--- src/sv/mf3_pkg.sv ---
package mf3_pkg;

  // Field and counter widths
  localparam int unsigned PIX_W     = 8;
  localparam int unsigned DIM_W     = 13;
  localparam int unsigned COL_W     = 12;
  localparam int unsigned ROW_W     = 13;
  localparam int unsigned EMIT_W    = 24;
  localparam int unsigned PROD_W    = 27;
  localparam int unsigned CFG_IDX_W = 4;
  localparam int unsigned WIN_N     = 9;

  // Register reset values and height limit
  localparam int unsigned W_RESET    = 640;
  localparam int unsigned H_RESET    = 480;
  localparam int unsigned MAX_HEIGHT = 4096;

  // Configuration register indexes
  typedef enum logic [CFG_IDX_W-1:0] {
    REG_IMAGE_WIDTH  = 4'd0,
    REG_IMAGE_HEIGHT = 4'd1
  } cfg_reg_e;

  typedef logic [PIX_W-1:0] pix_t;

  // 3x3 neighborhood, entry row*3+col, outside cells already zeroed
  typedef pix_t [WIN_N-1:0] win_t;

  // Input stage contents for one request
  typedef struct packed {
    pix_t pix;
    logic par;
    logic produce;
    logic last;
    logic top;
    logic bot;
    logic lft;
    logic rgt;
  } stage_a_t;

endpackage

--- src/sv/mf3_median.sv ---
module mf3_median (
  input  logic           clk_i,
  input  logic           rst_ni,
  input  logic           in_valid_i,
  output logic           in_ready_o,
  input  logic           in_last_i,
  input  mf3_pkg::win_t  in_win_i,
  output logic           out_valid_o,
  input  logic           out_ready_i,
  output mf3_pkg::pix_t  out_median_o,
  output logic           out_last_o
);

  function automatic mf3_pkg::pix_t max2(mf3_pkg::pix_t a, mf3_pkg::pix_t b);
    return (a > b) ? a : b;
  endfunction

  function automatic mf3_pkg::pix_t min2(mf3_pkg::pix_t a, mf3_pkg::pix_t b);
    return (a < b) ? a : b;
  endfunction

  function automatic mf3_pkg::pix_t med3(mf3_pkg::pix_t a, mf3_pkg::pix_t b,
                                         mf3_pkg::pix_t c);
    return max2(min2(a, b), min2(max2(a, b), c));
  endfunction

  // Stage 1: each window row sorted (lo, mid, hi)
  mf3_pkg::win_t s1_d, s1_q;
  logic          s1_valid_q, s1_last_q;
  // Stage 2: max of lows, median of mids, min of highs
  mf3_pkg::pix_t s2_lo_d, s2_mid_d, s2_hi_d;
  mf3_pkg::pix_t s2_lo_q, s2_mid_q, s2_hi_q;
  logic          s2_valid_q, s2_last_q;
  // Output register
  mf3_pkg::pix_t out_med_q;
  logic          out_valid_q, out_last_q;

  logic out_en, s2_en, s1_en;

  assign out_en     = !out_valid_q || out_ready_i;
  assign s2_en      = !s2_valid_q || out_en;
  assign s1_en      = !s1_valid_q || s2_en;
  assign in_ready_o = s1_en;

  // Row sorters
  always_comb begin
    for (int y = 0; y < 3; y++) begin
      s1_d[3*y]   = min2(min2(in_win_i[3*y], in_win_i[3*y+1]), in_win_i[3*y+2]);
      s1_d[3*y+1] = med3(in_win_i[3*y], in_win_i[3*y+1], in_win_i[3*y+2]);
      s1_d[3*y+2] = max2(max2(in_win_i[3*y], in_win_i[3*y+1]), in_win_i[3*y+2]);
    end
  end

  // Column reduction
  always_comb begin
    s2_lo_d  = max2(max2(s1_q[0], s1_q[3]), s1_q[6]);
    s2_mid_d = med3(s1_q[1], s1_q[4], s1_q[7]);
    s2_hi_d  = min2(min2(s1_q[2], s1_q[5]), s1_q[8]);
  end

  // Valid bits
  always_ff @(posedge clk_i or negedge rst_ni) begin
    if (!rst_ni) begin
      s1_valid_q  <= 1'b0;
      s2_valid_q  <= 1'b0;
      out_valid_q <= 1'b0;
    end else begin
      if (s1_en) begin
        s1_valid_q <= in_valid_i;
      end
      if (s2_en) begin
        s2_valid_q <= s1_valid_q;
      end
      if (out_en) begin
        out_valid_q <= s2_valid_q;
      end
    end
  end

  // Payload registers
  always_ff @(posedge clk_i) begin
    if (s1_en) begin
      s1_q      <= s1_d;
      s1_last_q <= in_last_i;
    end
    if (s2_en) begin
      s2_lo_q   <= s2_lo_d;
      s2_mid_q  <= s2_mid_d;
      s2_hi_q   <= s2_hi_d;
      s2_last_q <= s1_last_q;
    end
    if (out_en) begin
      out_med_q  <= med3(s2_lo_q, s2_mid_q, s2_hi_q);
      out_last_q <= s2_last_q;
    end
  end

  assign out_valid_o  = out_valid_q;
  assign out_median_o = out_med_q;
  assign out_last_o   = out_last_q;

endmodule

--- config.mk ---
export PLATFORM = sky130hd
export DESIGN_NAME = mf3_median
export DESIGN_NICKNAME = d
export VERILOG_FILES = /design/src/sv/mf3_pkg.sv /design/src/sv/mf3_median.sv
export SDC_FILE = /design/constraint.sdc
export NUM_CORES = 1
export LEC_CHECK = 0
export BUFFER_PORTS_ARGS = -buffer_cell sky130_fd_sc_hd__buf_2
export CAP_MARGIN = 20
export CORE_MARGIN = 2
export CORE_UTILIZATION = 40
export DETAILED_ROUTE_END_ITERATION = 8
export PLACE_DENSITY_LB_ADDON = 0.3
export SETUP_SLACK_MARGIN = 0.3
export SYNTH_ARGS = -nofsm -noshare
export SYNTH_HDL_FRONTEND = slang
export SYNTH_SLANG_ARGS = --single-unit
--- constraint.sdc ---
create_clock -name clk_i -period 6.7 [get_ports clk_i]
set_input_delay 0.67 -clock clk_i [delete_from_list [all_inputs] [get_ports clk_i]]
set_output_delay 0.67 -clock clk_i [all_outputs]
set_load 0.03 [all_outputs]
; ---- After elaboration in Yosys (flattened, before gate mapping)
; Cells that the tools add are included.
[totals]
reg_bits = 110
in_bits = 77
out_inout_bits = 11
word_cells = 85
[op_classes]
order_cmp = 30
mux = 30
reduce_logical = 6
[ops]
columns = op, count
row1 = 2-to-1 mux 8 bit, 30
row2 = greater-than comparator 8 bit, 15
row3 = < comparator 8 bit, 15
row4 = zero test 1 bit, 3
row5 = logical OR 1 bit, 3

; ---- Longest topological paths before layout
[depth]
word_depth = 6
depth_mapped = 26
ltp_nobuf = 24

; ---- Worst setup path after synthesis
; Ideal clock, no wire load.
[synth_timing]
kind = reg2reg
from = register s1_q[9] (netlist name)
to = register s2_mid_q[1] (data pin)
setup_ps = 265
t_arrival_ps = 4785
t_required_ps = 6435
path_slack_ps = 1650
path_stages_with_launch = 23
n_path_buf = 1
synth_period_minus_slack_ps = 5050
path_cell_list = edfxtp_1 -> ha_1 -> nor2b_1 -> o211ai_1 -> a211oi_1 -> nor2_1 -> mux2_2 -> ha_1 -> a211oi_1 -> nor2_1 -> nor3_1 -> or4b_1 -> nand3_2 -> mux2i_1 -> inv_1 -> ha_1 -> nor2b_1 -> o21ai_0 -> a21oi_1 -> o21bai_1 -> a21oi_1 -> clkbuf_1 -> o21ai_0
[synth_between]
elab_chain_len = 6
word_cells_on_any_way = 8
classes_between = order compare: 4 / mux: 4
[synth_lines]
columns = item, line
row1 = start: declaration, mf3_median.sv:28  ; mf3_pkg::win_t s1_d, s1_q;
row2 = start signal: assignment, mf3_median.sv:83  ; s1_q <= s1_d;
row3 = greater-than comparator 8 bit, mf3_median.sv:15  ; return (a > b) ? a : b;
row4 = 2-to-1 mux 8 bit, mf3_median.sv:15
row5 = < comparator 8 bit, mf3_median.sv:19  ; return (a < b) ? a : b;
row6 = 2-to-1 mux 8 bit, mf3_median.sv:19
row7 = greater-than comparator 8 bit, mf3_median.sv:15
row8 = 2-to-1 mux 8 bit *, mf3_median.sv:15
row9 = net s2_mid_d[1], mf3_median.sv:31  ; mf3_pkg::pix_t s2_lo_d, s2_mid_d, s2_hi_d;
row10 = end signal: assignment, mf3_median.sv:88  ; s2_mid_q <= s2_mid_d;
row11 = end: declaration, mf3_median.sv:32  ; mf3_pkg::pix_t s2_lo_q, s2_mid_q, s2_hi_q;
; The timed path passes the listed nets; every way through them passes the cells marked *.
; A chain may end at the register's enable or synchronous reset.

; ---- Final worst setup path
[layout_timing]
from = register s1_q[39] (netlist name)
to = register s2_mid_q[4] (data pin)
; The elaborated chain is that of the path after synthesis.

==> metrics.md <==
| Metric | Value |
|---|---|
| Status | finished clean |
| CTS Sinks | 110 |
| Worst rel slew slack | 38.3% |
| Antenna Nets Post-Route | 0 |
| DRC | 0 |
| Cell accounting for the most synthesized area | edfxtp_1 |
| # diodes | 0 |
| Worst path slowest cell | nor2_1 |
| Syn Area/Cell | 10.6 µm² |
| Syn Std Cell Area | 0.0102 mm² |
| Die Y | 164 µm |
| Final Skew | 0.00698 ns |
| Ys flop type | edfxtp_1 |
| CP Data Required Time | 6.80 ns |
| Post-CTS Resized | 0 |
| Post-synthesis cell type count | 53 |
| Vias after detailed routing | 7377 |
| Post-CTS setup buffer count | 0 |
| NumNets Final | 1304 |
| Synth warn | 0 |
| Yosys top cell area share | 31.5% |
| CP cell instances | inv_1, ha_1, nand4_1, nor2_1, a211oi_1, nor2_1, mux2_2, ha_1, a211oi_1, nor2_1, nor3_1, or4b_1, nand3_2, mux2i_1, ha_1, nor2b_1, o21ai_0, a21oi_1, o21bai_1, a21oi_1, buf_4, nand2_1, o21ai_0 |
| Clk Latency, worst-skew pair | 0.36 ns |
| Critical path arrival | 5.65 ns |
| LEAKAGE | 5.41 nW |
| PD cells | 462 mW/mm² |
| Placer Congestion | 0.892 |
| GRT Util Overall | 17.5% |
| Initial antenna violation count | 0 |
| Final core utilization | 45.3% |
| Period Utilization, post-route | 82.8% |
| Initial Utilization | 40.6% |
| Root Driver | clkbuf_16 |
| CTS tree | yes |
| First-pass GRT wire length | 36.7 mm |
| Die width | 164 µm |
| Number of I/O pins | 88 |
| Final Hold Violating Endpoints | 0 |
| CTS H-tree depth | 3 |
| Critical path endpoint category | flip-flop |
| Slew Limit Fails | 0 |
| Die ar. | 0.0268 mm² |
| Max-Cap Viols | 0 |
| Core area | 0.0251 mm² |
| Crit Path Category | flip-flop to flip-flop |
| Maximum VDD drop | 0.486 mV |
| Fin crit period | 5.55 ns |
| Initial DRT Pass Iterations | 5 |
| Overflow after GRT | 0 |
| Vias/cell | 5.30 |
| Hold_buf cts | 0 |
| Highest-count cells in the layout ignoring fill and taps | 169 x ha_1, 124 x inv_1, 118 x mux2_2 |
| Max Root-Sink Buffers | 2 |
| Num CTS Buffers | 9 |
| Crit-path max FO | 15 |
| HPWL Detailed | 18.7 mm |
| Routed length per instance | 16.2 µm |
| Top cells by area, synth | edfxtp_1 32%, ha_1 21%, mux2_2 13% |
| Async set or reset register ratio after synthesis | 2.73% |
| Seq/Total Area, Yosys | 32.3% |
| Initial detailed-routing violation count | 389 |
| Clock-pin slew on the worst setup and hold paths | 0.07 ns |
| Share of layout cells above drive strength 1 | 23.8% |
| Worst slew pin tran | 0.919 ns |
| Post-Syn Instances | 964 |
| RSZ-0062 raised after global routing | no |
| Final setup vio count | 0 |
| Worst hold-check path type | input pin to async pin |
| Type of origin of the critical path | flip-flop |
| Commonest non-fill, non-tap cell in the layout | ha_1 |
| WL final | 22.6 mm |
| Max Clk Rate | 0.180 GHz |
| Vias in the first global route | 7252 |
| FP Rows | 58 |
| #FFs+latches synth | 110 |
| Fin Setup TNS | 0 ns |
| PortBufs | 87 |
| EDFF count, synth | 107 |
| Synthesis-to-layout area growth | 11.6% |
| Largest net degree at the start of global routing | 50 |
| Syn_nets | 1210 |
| Critical Path Max Stage Delay | 0.51 ns |
==> per-layer routing <==
layer  routed length, µm  up-vias  track usage [%]
li1                    -     3789                -
met1               11100     3445             24.0
met2               10300      112             28.4
met3                 659       31             2.64
met4                 512        0             5.38
met5                   0        -                0
==> worst max-delay path: cells and delay by family (launching register included) <==
family                     cells  cell delay (ns)
and+or+nand+nor                9             2.13
muxes                          2             0.73
buffers and inverters          2             0.24
adders and majority gates      3             0.90
DFF                            1             0.42
AOI/OAI and AO/OA              7             0.85
==> report_power, final <==
group	leakage (nW)	switching, mW	internal, mW
combinational	4.11	1.85	1.49
clock	0.160	0.260	0.334
sequential	1.14	0.161	1.16
total	5.41	2.27	2.98
==> registers in the layout, summed over array words and instances, names as in the netlist, 8 cells and up <==
name,cells
s1_q,72
s2_mid_q,8
s2_hi_q,8
out_median_o,8
s2_lo_q,8
==> cells in the mapped netlist (6+ instances only) <==
| cell | n |
|---|---|
| mux2i_1 | 64 |
| ha_1 | 169 |
| nand2b_1 | 11 |
| a21oi_1 | 44 |
| mux2_1 | 9 |
| a21o_1 | 35 |
| nand3_1 | 16 |
| o21a_1 | 10 |
| o21ai_0 | 54 |
| o21ai_1 | 8 |
| nor2b_1 | 15 |
| clkbuf_1 | 6 |
| a211oi_1 | 7 |
| nand4_1 | 25 |
| mux2_2 | 118 |
| nand2_1 | 48 |
| inv_1 | 124 |
| nor2_1 | 21 |
| mux2_4 | 7 |
| edfxtp_1 | 107 |
==> through the flow <==
step,cell area [µm²],setup slack [ns],power [mW],hold WS [ns],std cells
after floorplan,10200,1.65,3.85,0.374,964
after global placement,11000,1.19,4.59,0.403,1377
after detailed placement,11000,1.10,4.65,0.410,1377
after CTS,11400,1.08,5.28,0.0748,1393
after global routing,11400,0.635,5.78,0.0821,1393
final,11400,1.15,5.26,0.0917,1393
==> logic make-up (layout without fill, tap and decap cells) <==
group                    count (synthesis)  count (layout)  share of synthesized area, %
multiplexers                           199             199                          21.5
AO/OA/AOI/OAI                          193             193                          12.3
adder cells (fa/ha/maj)                169             169                          20.8
AND/OR/NAND/NOR                        156             156                          7.96
buffers and inverters                  137             236                          5.18
flip-flops                             110             110                          32.3
==> layout make-up <==
cell class                      count  area [µm²]
Clock buffer                        9         225
Clock inverter                      7         104
Fill cell                        2372       13700
Inverter                          124         465
Multi-Input combinational cell    717        6370
Sequential cell                   110        3290
Tap cell                          330         413
Timing Repair Buffer               96         503
==> worst paths after layout <==
check                                    start                 endpoint  slack (ns)  depth (start not counted)
max reg2reg                 s1_q[39]$_DFFE_PP_    s2_mid_q[4]$_DFFE_PP_        1.15                         23
max                         s1_q[39]$_DFFE_PP_    s2_mid_q[4]$_DFFE_PP_        1.15                         23
min reg2reg                s1_last_q$_DFFE_PP_      s2_last_q$_DFFE_PP_        0.42                          0
min                                     rst_ni   s1_valid_q$_DFFE_PN0P_        0.09                          1
min in group clk_i         s1_last_q$_DFFE_PP_      s2_last_q$_DFFE_PP_        0.42                          0
max in group asynchronous               rst_ni  out_valid_o$_DFFE_PN0P_        6.50                          1
(Power assumes the default switching activity.)
